$ cat config.mk
export PLATFORM = sky130hd
export DESIGN_NAME = tcp_congestion_window
export DESIGN_NICKNAME = d
export VERILOG_FILES = /design/src/design/tcw_pkg.sv /design/src/design/tcw_divider.sv /design/src/design/tcp_congestion_window.sv
export SDC_FILE = /design/constraint.sdc
export NUM_CORES = 2
export LEC_CHECK = 0
export ABC_AREA = 1
export BUFFER_PORTS_ARGS = -buffer_cell sky130_fd_sc_hd__buf_2
export CAP_MARGIN = 20
export CORE_UTILIZATION = 45
export CTS_CLUSTER_SIZE = 24
export DETAILED_ROUTE_END_ITERATION = 8
export PLACE_DENSITY_LB_ADDON = 0.1
export RECOVER_POWER = 100
export SETUP_SLACK_MARGIN = 0.4
export SYNTH_ARGS = -nofsm -noshare
export SYNTH_HDL_FRONTEND = slang
export SYNTH_HIERARCHICAL = 1
export SYNTH_SLANG_ARGS = --single-unit
$ cat constraint.sdc
create_clock -name clk_i -period 7.9 [get_ports clk_i]
set_input_delay 0.395 -clock clk_i [delete_from_list [all_inputs] [get_ports clk_i]]
set_output_delay 0.395 -clock clk_i [all_outputs]
set_load 0.01 [all_outputs]
$ cat src/design/tcw_pkg.sv
package tcw_pkg;

  // Datapath widths
  localparam int unsigned DataW  = 32;
  localparam int unsigned LimitW = 30;
  localparam int unsigned SegW   = 16;
  localparam int unsigned ShiftW = 4;
  localparam int unsigned FlightW = 31;

  // Operation codes of an input item
  typedef enum logic [2:0] {
    OP_HANDSHAKE = 3'd0,
    OP_ACK_OPEN  = 3'd1,
    OP_ACK_CLOSE = 3'd2,
    OP_TIMEOUT   = 3'd3,
    OP_SEND_CHK  = 3'd4
  } op_e;

  // Result status codes
  typedef enum logic [2:0] {
    STS_DONE      = 3'd0,
    STS_PEER_FULL = 3'd1,
    STS_CWND_FULL = 3'd2,
    STS_ZERO_LEN  = 3'd3,
    STS_IGNORED   = 3'd4
  } status_e;

  // Configuration register indexes
  typedef enum logic [1:0] {
    CFG_MSS_CAP     = 2'd0,
    CFG_LOSS_WINDOW = 2'd1,
    CFG_INIT_THRESH = 2'd2
  } cfg_idx_e;

  // Reset values of the configuration registers
  localparam logic [SegW-1:0]  MssCapReset     = 16'd1460;
  localparam logic [SegW-1:0]  LossWindowReset = 16'd1460;
  localparam logic [DataW-1:0] InitThreshReset = 32'd65535;

  // Segment size bands for the initial window
  localparam logic [SegW-1:0]   SegLarge  = 16'd2190;
  localparam logic [SegW-1:0]   SegMedium = 16'd1095;
  localparam logic [ShiftW-1:0] MaxShift  = 4'd14;

endpackage

$ cat src/design/tcw_divider.sv
module tcw_divider
  import tcw_pkg::*;
(
  input  logic             clk_i,
  input  logic             rst_ni,
  input  logic             start_i,
  input  logic [DataW-1:0] dividend_i,
  input  logic [DataW-1:0] divisor_i,
  output logic             done_o,
  output logic [DataW-1:0] quotient_o
);

  localparam int unsigned CntW = $clog2(DataW);
  localparam logic [CntW-1:0] LastStep = CntW'(DataW - 1);

  logic             running_q;
  logic             done_q;
  logic [CntW-1:0]  cnt_q;
  logic [DataW-1:0] rem_q;
  logic [DataW-1:0] quo_q;
  logic [DataW-1:0] div_q;

  logic [DataW:0]   shifted;
  logic [DataW:0]   trial;
  logic             fits;

  // One restoring step: bring down the next dividend bit and try a subtract
  always_comb begin
    shifted = {rem_q, quo_q[DataW-1]};
    trial   = shifted - {1'b0, div_q};
    fits    = !trial[DataW];
  end

  // Sequence control
  always_ff @(posedge clk_i or negedge rst_ni) begin
    if (!rst_ni) begin
      running_q <= 1'b0;
      done_q    <= 1'b0;
      cnt_q     <= '0;
    end else begin
      done_q <= 1'b0;
      if (start_i) begin
        running_q <= 1'b1;
        cnt_q     <= '0;
      end else if (running_q) begin
        cnt_q <= cnt_q + 1'b1;
        if (cnt_q == LastStep) begin
          running_q <= 1'b0;
          done_q    <= 1'b1;
          cnt_q     <= '0;
        end
      end
    end
  end

  // Partial remainder and quotient shift register
  always_ff @(posedge clk_i) begin
    if (start_i) begin
      rem_q <= '0;
      quo_q <= dividend_i;
      div_q <= divisor_i;
    end else if (running_q) begin
      rem_q <= fits ? trial[DataW-1:0] : shifted[DataW-1:0];
      quo_q <= {quo_q[DataW-2:0], fits};
    end
  end

  assign done_o     = done_q;
  assign quotient_o = quo_q;

  a_done_after_run: assert property (@(posedge clk_i) disable iff (!rst_ni)
    done_q |-> $past(running_q))
    else $error("divider finished without running");

  a_start_runs: assert property (@(posedge clk_i) disable iff (!rst_ni)
    start_i |=> running_q)
    else $error("divider did not start");

  a_idle_count: assert property (@(posedge clk_i) disable iff (!rst_ni)
    !running_q |-> cnt_q == '0)
    else $error("divider step count not cleared when idle");

endmodule

$ cat src/design/tcp_congestion_window.sv
// Congestion and window controller for the send side of one TCP connection.
// Input channel: in_valid_i / in_stall_o carry one operation with its fields
// (handshake, ack, ack while closing, retransmit timeout, send check).
// Output channel: out_valid_o / out_stall_i return exactly one result per
// operation: status, cwnd, ssthresh, newly acked bytes and the scaled peer
// window, all taken after the operation.
// Configuration: cfg_valid_i / cfg_ready_o write mss_cap (0), loss_window (1)
// and initial_threshold (2); write only while the block is idle.
// An ack in congestion avoidance runs a restoring divider, one quotient bit
// per cycle over its 32 steps (segment_size squared over cwnd); other
// operations go from the execute state straight to the result state.
// One item is worked on at a time; a new item is not accepted until the
// last one's result has been loaded into the output register.
// A result waits in the output register while the receiver stalls; the next
// item may be accepted meanwhile, but its result is held back until the
// waiting one is transferred.
// Reset clears the connection state to zero and loads the register defaults.
module tcp_congestion_window
  import tcw_pkg::*;
(
  input  logic               clk_i,
  input  logic               rst_ni,
  // Configuration write channel
  input  logic               cfg_valid_i,
  output logic               cfg_ready_o,
  input  logic [1:0]         cfg_index_i,
  input  logic [DataW-1:0]   cfg_data_i,
  // Input channel
  input  logic               in_valid_i,
  output logic               in_stall_o,
  input  logic [2:0]         operation_i,
  input  logic [DataW-1:0]   ack_number_i,
  input  logic [DataW-1:0]   send_next_i,
  input  logic [SegW-1:0]    peer_window_i,
  input  logic [SegW-1:0]    peer_mss_i,
  input  logic [ShiftW-1:0]  peer_shift_i,
  input  logic [FlightW-1:0] flight_bytes_i,
  input  logic [SegW-1:0]    send_length_i,
  // Output channel
  output logic               out_valid_o,
  input  logic               out_stall_i,
  output logic [2:0]         status_o,
  output logic [DataW-1:0]   window_now_o,
  output logic [DataW-1:0]   threshold_now_o,
  output logic [DataW-1:0]   acked_bytes_o,
  output logic [LimitW-1:0]  send_limit_now_o
);

  localparam logic [1:0] ST_IDLE   = 2'd0;
  localparam logic [1:0] ST_EXEC   = 2'd1;
  localparam logic [1:0] ST_DIV    = 2'd2;
  localparam logic [1:0] ST_RESULT = 2'd3;

  logic [1:0] state_q, state_d;

  // Configuration registers
  logic [SegW-1:0]  mss_cap_q;
  logic [SegW-1:0]  loss_window_q;
  logic [DataW-1:0] init_thresh_q;

  // Connection state
  logic [DataW-1:0]  cwnd_q, cwnd_d;
  logic [DataW-1:0]  thresh_q, thresh_d;
  logic [DataW-1:0]  last_ack_q, last_ack_d;
  logic [LimitW-1:0] limit_q, limit_d;
  logic [SegW-1:0]   seg_q, seg_d;
  logic [ShiftW-1:0] scale_q, scale_d;

  // Captured input item
  logic [2:0]         op_q;
  logic [DataW-1:0]   ack_q;
  logic [DataW-1:0]   snd_q;
  logic [SegW-1:0]    pwin_q;
  logic [SegW-1:0]    pmss_q;
  logic [ShiftW-1:0]  pshift_q;
  logic [FlightW-1:0] flight_q;
  logic [SegW-1:0]    slen_q;

  // Per-item result held until the output register is free
  status_e          sts_q, sts_d;
  logic [DataW-1:0] acked_q, acked_d;

  // Output register
  logic              out_valid_q;
  logic [2:0]        out_status_q;
  logic [DataW-1:0]  out_window_q;
  logic [DataW-1:0]  out_thresh_q;
  logic [DataW-1:0]  out_acked_q;
  logic [LimitW-1:0] out_limit_q;

  // Divider hookup
  logic             div_start;
  logic             div_done;
  logic [DataW-1:0] div_quot;
  logic [DataW-1:0] seg_sq;

  logic in_xfer;
  logic out_free;
  logic out_load;

  // Execute-stage helpers
  logic [SegW-1:0]    hs_seg;
  logic [SegW+1:0]    hs_seg_x;
  logic [ShiftW-1:0]  hs_shift;
  logic [DataW+13:0]  ack_shifted;
  logic               ack_ok;
  logic [DataW-1:0]   ack_diff;
  logic [SegW-1:0]    ss_add;
  logic [DataW:0]     ss_sum;
  logic [DataW:0]     seg_sum;
  logic [DataW:0]     ca_sum;
  logic [DataW-1:0]   half_flight;
  logic [DataW-1:0]   loss_floor;
  logic [DataW:0]     need;

  assign in_xfer     = in_valid_i && !in_stall_o;
  assign in_stall_o  = (state_q != ST_IDLE);
  assign cfg_ready_o = 1'b1;
  assign out_free    = !out_valid_q || !out_stall_i;
  assign out_load    = (state_q == ST_RESULT) && out_free;

  // Configuration writes
  always_ff @(posedge clk_i or negedge rst_ni) begin
    if (!rst_ni) begin
      mss_cap_q     <= MssCapReset;
      loss_window_q <= LossWindowReset;
      init_thresh_q <= InitThreshReset;
    end else if (cfg_valid_i && cfg_ready_o) begin
      case (cfg_idx_e'(cfg_index_i))
        CFG_MSS_CAP:     mss_cap_q     <= cfg_data_i[SegW-1:0];
        CFG_LOSS_WINDOW: loss_window_q <= cfg_data_i[SegW-1:0];
        CFG_INIT_THRESH: init_thresh_q <= cfg_data_i;
        default: ;
      endcase
    end
  end

  // Capture the input item on transfer
  always_ff @(posedge clk_i) begin
    if (in_xfer) begin
      op_q     <= operation_i;
      ack_q    <= ack_number_i;
      snd_q    <= send_next_i;
      pwin_q   <= peer_window_i;
      pmss_q   <= peer_mss_i;
      pshift_q <= peer_shift_i;
      flight_q <= flight_bytes_i;
      slen_q   <= send_length_i;
    end
  end

  // Operand terms used by the execute stage
  always_comb begin
    hs_seg      = (pmss_q > mss_cap_q) ? mss_cap_q : pmss_q;
    hs_shift    = (pshift_q > MaxShift) ? MaxShift : pshift_q;
    ack_shifted = {{(DataW-2){1'b0}}, pwin_q} << scale_q;
    if (last_ack_q <= snd_q) begin
      ack_ok = (last_ack_q < ack_q) && (ack_q <= snd_q);
    end else begin
      ack_ok = (last_ack_q < ack_q) || (ack_q <= snd_q);
    end
    ack_diff    = ack_q - last_ack_q;
    ss_add      = (ack_diff >= {16'd0, seg_q}) ? seg_q : ack_diff[SegW-1:0];
    ss_sum      = {1'b0, cwnd_q} + {17'd0, ss_add};
    seg_sum     = {1'b0, cwnd_q} + {17'd0, seg_q};
    half_flight = {2'b0, flight_q[FlightW-1:1]};
    loss_floor  = {15'd0, loss_window_q, 1'b0};
    need        = {2'b0, flight_q} + {17'd0, slen_q};
    // Initial window: 2, 3 or 4 segments by size band
    if (hs_seg > SegLarge) begin
      hs_seg_x = {1'b0, hs_seg, 1'b0};
    end else if (hs_seg > SegMedium) begin
      hs_seg_x = {2'b0, hs_seg} + {1'b0, hs_seg, 1'b0};
    end else begin
      hs_seg_x = {hs_seg, 2'b0};
    end
  end

  // Saturating add of the divider's quotient
  assign ca_sum = {1'b0, cwnd_q} + {1'b0, div_quot};

  // Execute one operation and sequence the item
  always_comb begin
    state_d    = state_q;
    cwnd_d     = cwnd_q;
    thresh_d   = thresh_q;
    last_ack_d = last_ack_q;
    limit_d    = limit_q;
    seg_d      = seg_q;
    scale_d    = scale_q;
    sts_d      = sts_q;
    acked_d    = acked_q;
    div_start  = 1'b0;
    case (state_q)
      ST_IDLE: begin
        if (in_xfer) begin
          state_d = ST_EXEC;
        end
      end
      ST_EXEC: begin
        sts_d   = STS_DONE;
        acked_d = '0;
        state_d = ST_RESULT;
        case (op_e'(op_q))
          OP_HANDSHAKE: begin
            if (pmss_q != '0) begin
              seg_d = hs_seg;
              if (hs_seg != '0) begin
                cwnd_d = {14'd0, hs_seg_x};
              end
            end
            last_ack_d = ack_q;
            limit_d    = {14'd0, pwin_q};
            scale_d    = hs_shift;
            thresh_d   = init_thresh_q;
          end
          OP_ACK_OPEN, OP_ACK_CLOSE: begin
            limit_d = ack_shifted[LimitW-1:0];
            if (ack_ok) begin
              acked_d    = ack_diff;
              last_ack_d = ack_q;
              if (op_q == OP_ACK_OPEN) begin
                if (cwnd_q < thresh_q) begin
                  cwnd_d = ss_sum[DataW] ? '1 : ss_sum[DataW-1:0];
                end else if (cwnd_q == '0) begin
                  cwnd_d = seg_sum[DataW] ? '1 : seg_sum[DataW-1:0];
                end else begin
                  div_start = 1'b1;
                  state_d   = ST_DIV;
                end
              end
            end else begin
              sts_d = STS_IGNORED;
            end
          end
          OP_TIMEOUT: begin
            thresh_d = (half_flight > loss_floor) ? half_flight : loss_floor;
            cwnd_d   = {16'd0, loss_window_q};
          end
          OP_SEND_CHK: begin
            if (slen_q == '0) begin
              sts_d = STS_ZERO_LEN;
            end else if ({2'b0, limit_q} < cwnd_q) begin
              if ({3'b0, limit_q} < need) begin
                sts_d = STS_PEER_FULL;
              end
            end else if ({1'b0, cwnd_q} < need) begin
              sts_d = STS_CWND_FULL;
            end
          end
          default: ;
        endcase
      end
      ST_DIV: begin
        if (div_done) begin
          cwnd_d  = ca_sum[DataW] ? '1 : ca_sum[DataW-1:0];
          state_d = ST_RESULT;
        end
      end
      ST_RESULT: begin
        if (out_free) begin
          state_d = ST_IDLE;
        end
      end
      default: state_d = ST_IDLE;
    endcase
  end

  // Sequencer and connection state
  always_ff @(posedge clk_i or negedge rst_ni) begin
    if (!rst_ni) begin
      state_q    <= ST_IDLE;
      cwnd_q     <= '0;
      thresh_q   <= '0;
      last_ack_q <= '0;
      limit_q    <= '0;
      seg_q      <= '0;
      scale_q    <= '0;
    end else begin
      state_q    <= state_d;
      cwnd_q     <= cwnd_d;
      thresh_q   <= thresh_d;
      last_ack_q <= last_ack_d;
      limit_q    <= limit_d;
      seg_q      <= seg_d;
      scale_q    <= scale_d;
    end
  end

  // Held status and acked count, plus the registered square for the divider
  always_ff @(posedge clk_i) begin
    sts_q   <= sts_d;
    acked_q <= acked_d;
    seg_sq  <= {16'd0, seg_q} * {16'd0, seg_q};
  end

  tcw_divider u_divider (
    .clk_i      (clk_i),
    .rst_ni     (rst_ni),
    .start_i    (div_start),
    .dividend_i (seg_sq),
    .divisor_i  (cwnd_q),
    .done_o     (div_done),
    .quotient_o (div_quot)
  );

  // Output register: load a finished result, drop it on transfer
  always_ff @(posedge clk_i or negedge rst_ni) begin
    if (!rst_ni) begin
      out_valid_q <= 1'b0;
    end else if (out_load) begin
      out_valid_q <= 1'b1;
    end else if (!out_stall_i) begin
      out_valid_q <= 1'b0;
    end
  end

  always_ff @(posedge clk_i) begin
    if (out_load) begin
      out_status_q <= sts_q;
      out_window_q <= cwnd_q;
      out_thresh_q <= thresh_q;
      out_acked_q  <= acked_q;
      out_limit_q  <= limit_q;
    end
  end

  assign out_valid_o      = out_valid_q;
  assign status_o         = out_status_q;
  assign window_now_o     = out_window_q;
  assign threshold_now_o  = out_thresh_q;
  assign acked_bytes_o    = out_acked_q;
  assign send_limit_now_o = out_limit_q;

  a_exec_after_xfer: assert property (@(posedge clk_i) disable iff (!rst_ni)
    in_xfer |=> state_q == ST_EXEC)
    else $error("accepted item not executed");

  a_div_done_in_div: assert property (@(posedge clk_i) disable iff (!rst_ni)
    div_done |-> state_q == ST_DIV)
    else $error("divider result outside divide state");

  a_ignored_no_acked: assert property (@(posedge clk_i) disable iff (!rst_ni)
    out_valid_o && status_o == STS_IGNORED |-> acked_bytes_o == '0)
    else $error("ignored ack reports acked bytes");

  a_load_when_free: assert property (@(posedge clk_i) disable iff (!rst_ni)
    out_valid_q && out_stall_i |=> !$past(out_load))
    else $error("output register overwritten while stalled");

endmodule
==> impl_metrics.toml <==
[placement]
gp_congestion = 0.981
hpwl_um = 120000
port_buffers = 319

[synthesis]
ys_types = 76
netlist_area_sq_um = 49100
synth_seq_cells = 661
synthFlopType = "edfxtp_1"
syn_nets = 6801
ys_warn_count = 6
synth_cells = 5927
syn_area_per_cell_sq_um = 8.29
synth-seq-area-share_pct = 37.0
synth_edf_count = 378
synth-async-reset-ratio_pct = 33.3

[sta]
worst_slew_pin_slew_ns = 3.76
clock_skew_ns = 0.0317
finalSetupTns_ns = 0
timing.fmax_ghz = 0.143
max_slew_margin_pct = -150
min_period_ns = 7.00
final.period_utilization_pct = 88.7
drv_slew = 753
finalSetupViolCount = 0
rsz0062_at_grt = "no"
finalHoldViolCount = 0

[global_route]
grt_first_pass_wirelength_um = 239000
grt_pass1_vias = 40859
overflow = 0
grt_max_degree = 98
grt.total_usage_pct = 28.0
antenna_found_initial = 3

[floorplanning]
core-area_sq_um = 108000
initial_core_util_pct = 45.6
dieArea_sq_um = 110000
ios = 321
fp.dieH_um = 332
dieWidth_um = 332
rows = 120

[critical_path]
end_kind = "register"
cp_num_buf_inv = 5
reg2reg_to = "u_divider/quotient_o[22]$_DFFE_PP_"
critical_path.top_delay_family = "buffers and inverters"
cp_max_fo = 68
cp-start-kind = "register"
rrSetupSlack_ns = 0.90
cpPeakStageDelay_ns = 1.99
path_class = "register to register"
reg2reg_from = "state_q[1]$_DFFE_PN0P_"
slowest_stage = "clkbuf_1"
r2r_cells = 9
required_ns = 8.31
cp_cell_sequence = "inv_1 -> ha_1 -> clkbuf_1 -> inv_1 -> nor2_1 -> clkbuf_2 -> inv_1 -> nand2_1 -> nand2_1"
path_common_cell = "inv_1"
crit_arrival_ns = 7.42

[hold_path]
holdPathEnd = "init_thresh_q[18]$_DFFE_PN0P_"
min_from = "cfg_data_i[18]"
whs_path_depth = 3
min_path_type = "input pin to register"

[clock_tree]
worstSkewPairLatency_ns = 0.68
ctsResizeCount = 0
cts_tree = "done"
root_buffer = "clkbuf_16"
clock_sinks = 661
cts_buffers = 77
clk_pin_slew_ns = 0.06
cts_max_level = 3
cts_buffer_depth = 3

[finish]
area_delta_synth_final_pct = 14.4
fillCellCount = 10471
layout.nets = 7293
drive_gt1_share_pct = 7.08
seqCellArea_sq_um = 18200
multi_input_area_sq_um = 26600

[route]
wl_met3_um = 7470
dr.max_layer_used = "met5"
drtAntennaViolNets = 0
drt-wirelength-per-cell_um = 19.8
first_pass_iters = 8
drc = 0
viasPerCell = 5.29
dr.first_iter.drc_count = 3144
drt-met1-wl_um = 66500
routed_wl_um = 156000
wl_met2_um = 74300
vias = 41702

[job]
cap_violations = 14

[outcome]
violations = "capacitance limit, slew limit"
status = "finished with violations"
## cell type report
type                    count  share of cell area (%)
multi-input cells        4138                    47.4
flip-flops and latches    661                    32.3
inverters                 985                    6.58
diodes                      1                 0.00445
repair buffers            556                    6.12
clock buffers             110                    3.87
well taps                1403                    3.12
clock inverters            34                   0.648
## worst reg2reg max path: cells and delay by family (launching register included)
| kind | cells | cell delay (ns) |
|---|---|---|
| buffers and inverters | 5 | 5.09 |
| and+or+nand+nor | 3 | 1.10 |
| DFF | 1 | 0.41 |
| adders and majority gates | 1 | 0.15 |
## repair_timing
action	in CTS	in global routing
setup buffers	0	0
hold endpoints to repair	215	0
hold buffers	170	0
## kinds of logic (layout without fill, tap and decap cells)
family | Yosys count | in the layout | share of synthesized area, %
buffers and inverters | 1128 | 1685 | 8.89
DFF | 661 | 661 | 37.0
muxes | 4 | 4 | 0.0841
xor gates and xnor gates | 172 | 172 | 3.10
and+or+nand+nor | 2377 | 2377 | 20.6
AOI/OAI and AO/OA | 898 | 898 | 10.3
other | 2 | 3 | 0.0153
adders and majority gates | 685 | 685 | 20.1
## stage by stage
stage | worst slack (ns) | instance area, sq um | instances | util [%] | hold slack [ns]
after floorplan | 1.34 | 49100 | 5927 | - | 0.0994
after global placement | 1.36 | 52400 | 7570 | 48.6 | 0.345
after detailed placement | 1.21 | 52400 | 7571 | 48.6 | 0.339
after CTS | 1.20 | 56600 | 7885 | 52.6 | 0.00455
after global routing | 0.227 | 56200 | 7888 | 52.2 | 0.0406
final | 0.895 | 56200 | 7888 | 52.2 | 0.0457
## metal layers
| layer | GRT usage, % | vias to the layer above |
|---|---|---|
| met3 | 3.42 | 341 |
| met5 | 0 | - |
| met1 | 35.8 | 19712 |
| met4 | 11.8 | 2 |
| li1 | - | 20429 |
| met2 | 47.8 | 1218 |
## sequential cells by signal, indices dropped and copies added (netlist names), 16 cells and up
| signal | flops |
|---|---|
| acked_q | 32 |
| mss_cap_q | 16 |
| last_ack_q | 32 |
| send_limit_now_o | 30 |
| init_thresh_q | 32 |
| threshold_now_o | 32 |
| slen_q | 16 |
| window_now_o | 32 |
| u_divider/rem_q | 32 |
| acked_bytes_o | 32 |
| pmss_q | 16 |
| ack_q | 32 |
| seg_q | 16 |
| seg_sq | 31 |
| u_divider/quotient_o | 32 |
| u_divider/div_q | 32 |
| snd_q | 32 |
| pwin_q | 16 |
| flight_q | 31 |
| limit_q | 30 |
| thresh_q | 32 |
| cwnd_q | 32 |
| loss_window_q | 16 |
## worst max path at each step
stage	cells past startpoint	slack [ns]	to	from
final	9	0.90	u_divider/quotient_o[22]$_DFFE_PP_	state_q[1]$_DFFE_PN0P_
after detailed placement	35	1.21	cwnd_q[21]$_DFFE_PN0P_	last_ack_q[0]$_DFFE_PN0P_
after floorplan	3	1.34	acked_bytes_o[0]$_DFFE_PP_	out_valid_o$_DFFE_PN0P_
after CTS	35	1.20	cwnd_q[25]$_DFFE_PN0P_	last_ack_q[0]$_DFFE_PN0P_
after global routing	34	0.23	cwnd_q[25]$_DFFE_PN0P_	ack_q[8]$_DFFE_PP_
after global placement	35	1.36	cwnd_q[21]$_DFFE_PN0P_	last_ack_q[0]$_DFFE_PN0P_
## cells in the mapped netlist, drive strengths merged, types with 11 or more instances
cell type  instances  area share (%)
fa               171             7.0
buf               41            0.55
a31oi             38            0.48
o21ai            345             3.6
nor3              60            0.66
nand4             69            0.88
dfxtp             63             2.6
xor2             110             2.0
clkbuf           102            0.82
nand3            298             3.1
o221ai            12            0.21
ha               514              13
xnor2             62             1.1
a21o              23            0.35
edfxtp           378              23
a21oi            365             3.8
dfstp             28             1.5
nor4              27            0.38
inv              980             7.5
or2               11            0.14
dfrtp            192             9.8
nor2             354             2.9
nand3b            22            0.36
nand2           1518              12
o211ai            38            0.59
## cell usage in the layout (no fill, tap or decap), types with 12 or more instances in the layout
master,Yosys,layout
nand2_1,1472,1472
inv_1,960,959
ha_1,514,514
edfxtp_1,378,378
a21oi_1,354,354
nor2_1,342,339
o21ai_0,292,315
nand3_1,293,292
clkbuf_1,100,224
dfrtp_1,192,192
fa_1,171,171
dlygate4sd3_1,0,170
buf_2,22,158
xor2_1,108,108
clkbuf_16,0,80
nand4_1,69,69
dfxtp_1,63,63
xnor2_1,62,62
nor3_1,56,57
a31oi_1,38,38
o211ai_1,37,37
nand2_2,36,36
dfstp_2,28,25
nor4_1,24,24
a21o_1,23,23
nand3b_1,21,21
o21ai_1,45,21
inv_2,20,20
buf_4,5,20
o221ai_1,12,12
Power is left out: the tool's default activity adds up to more than one toggle a clock period on the data nets, which glitch-free logic cannot reach.
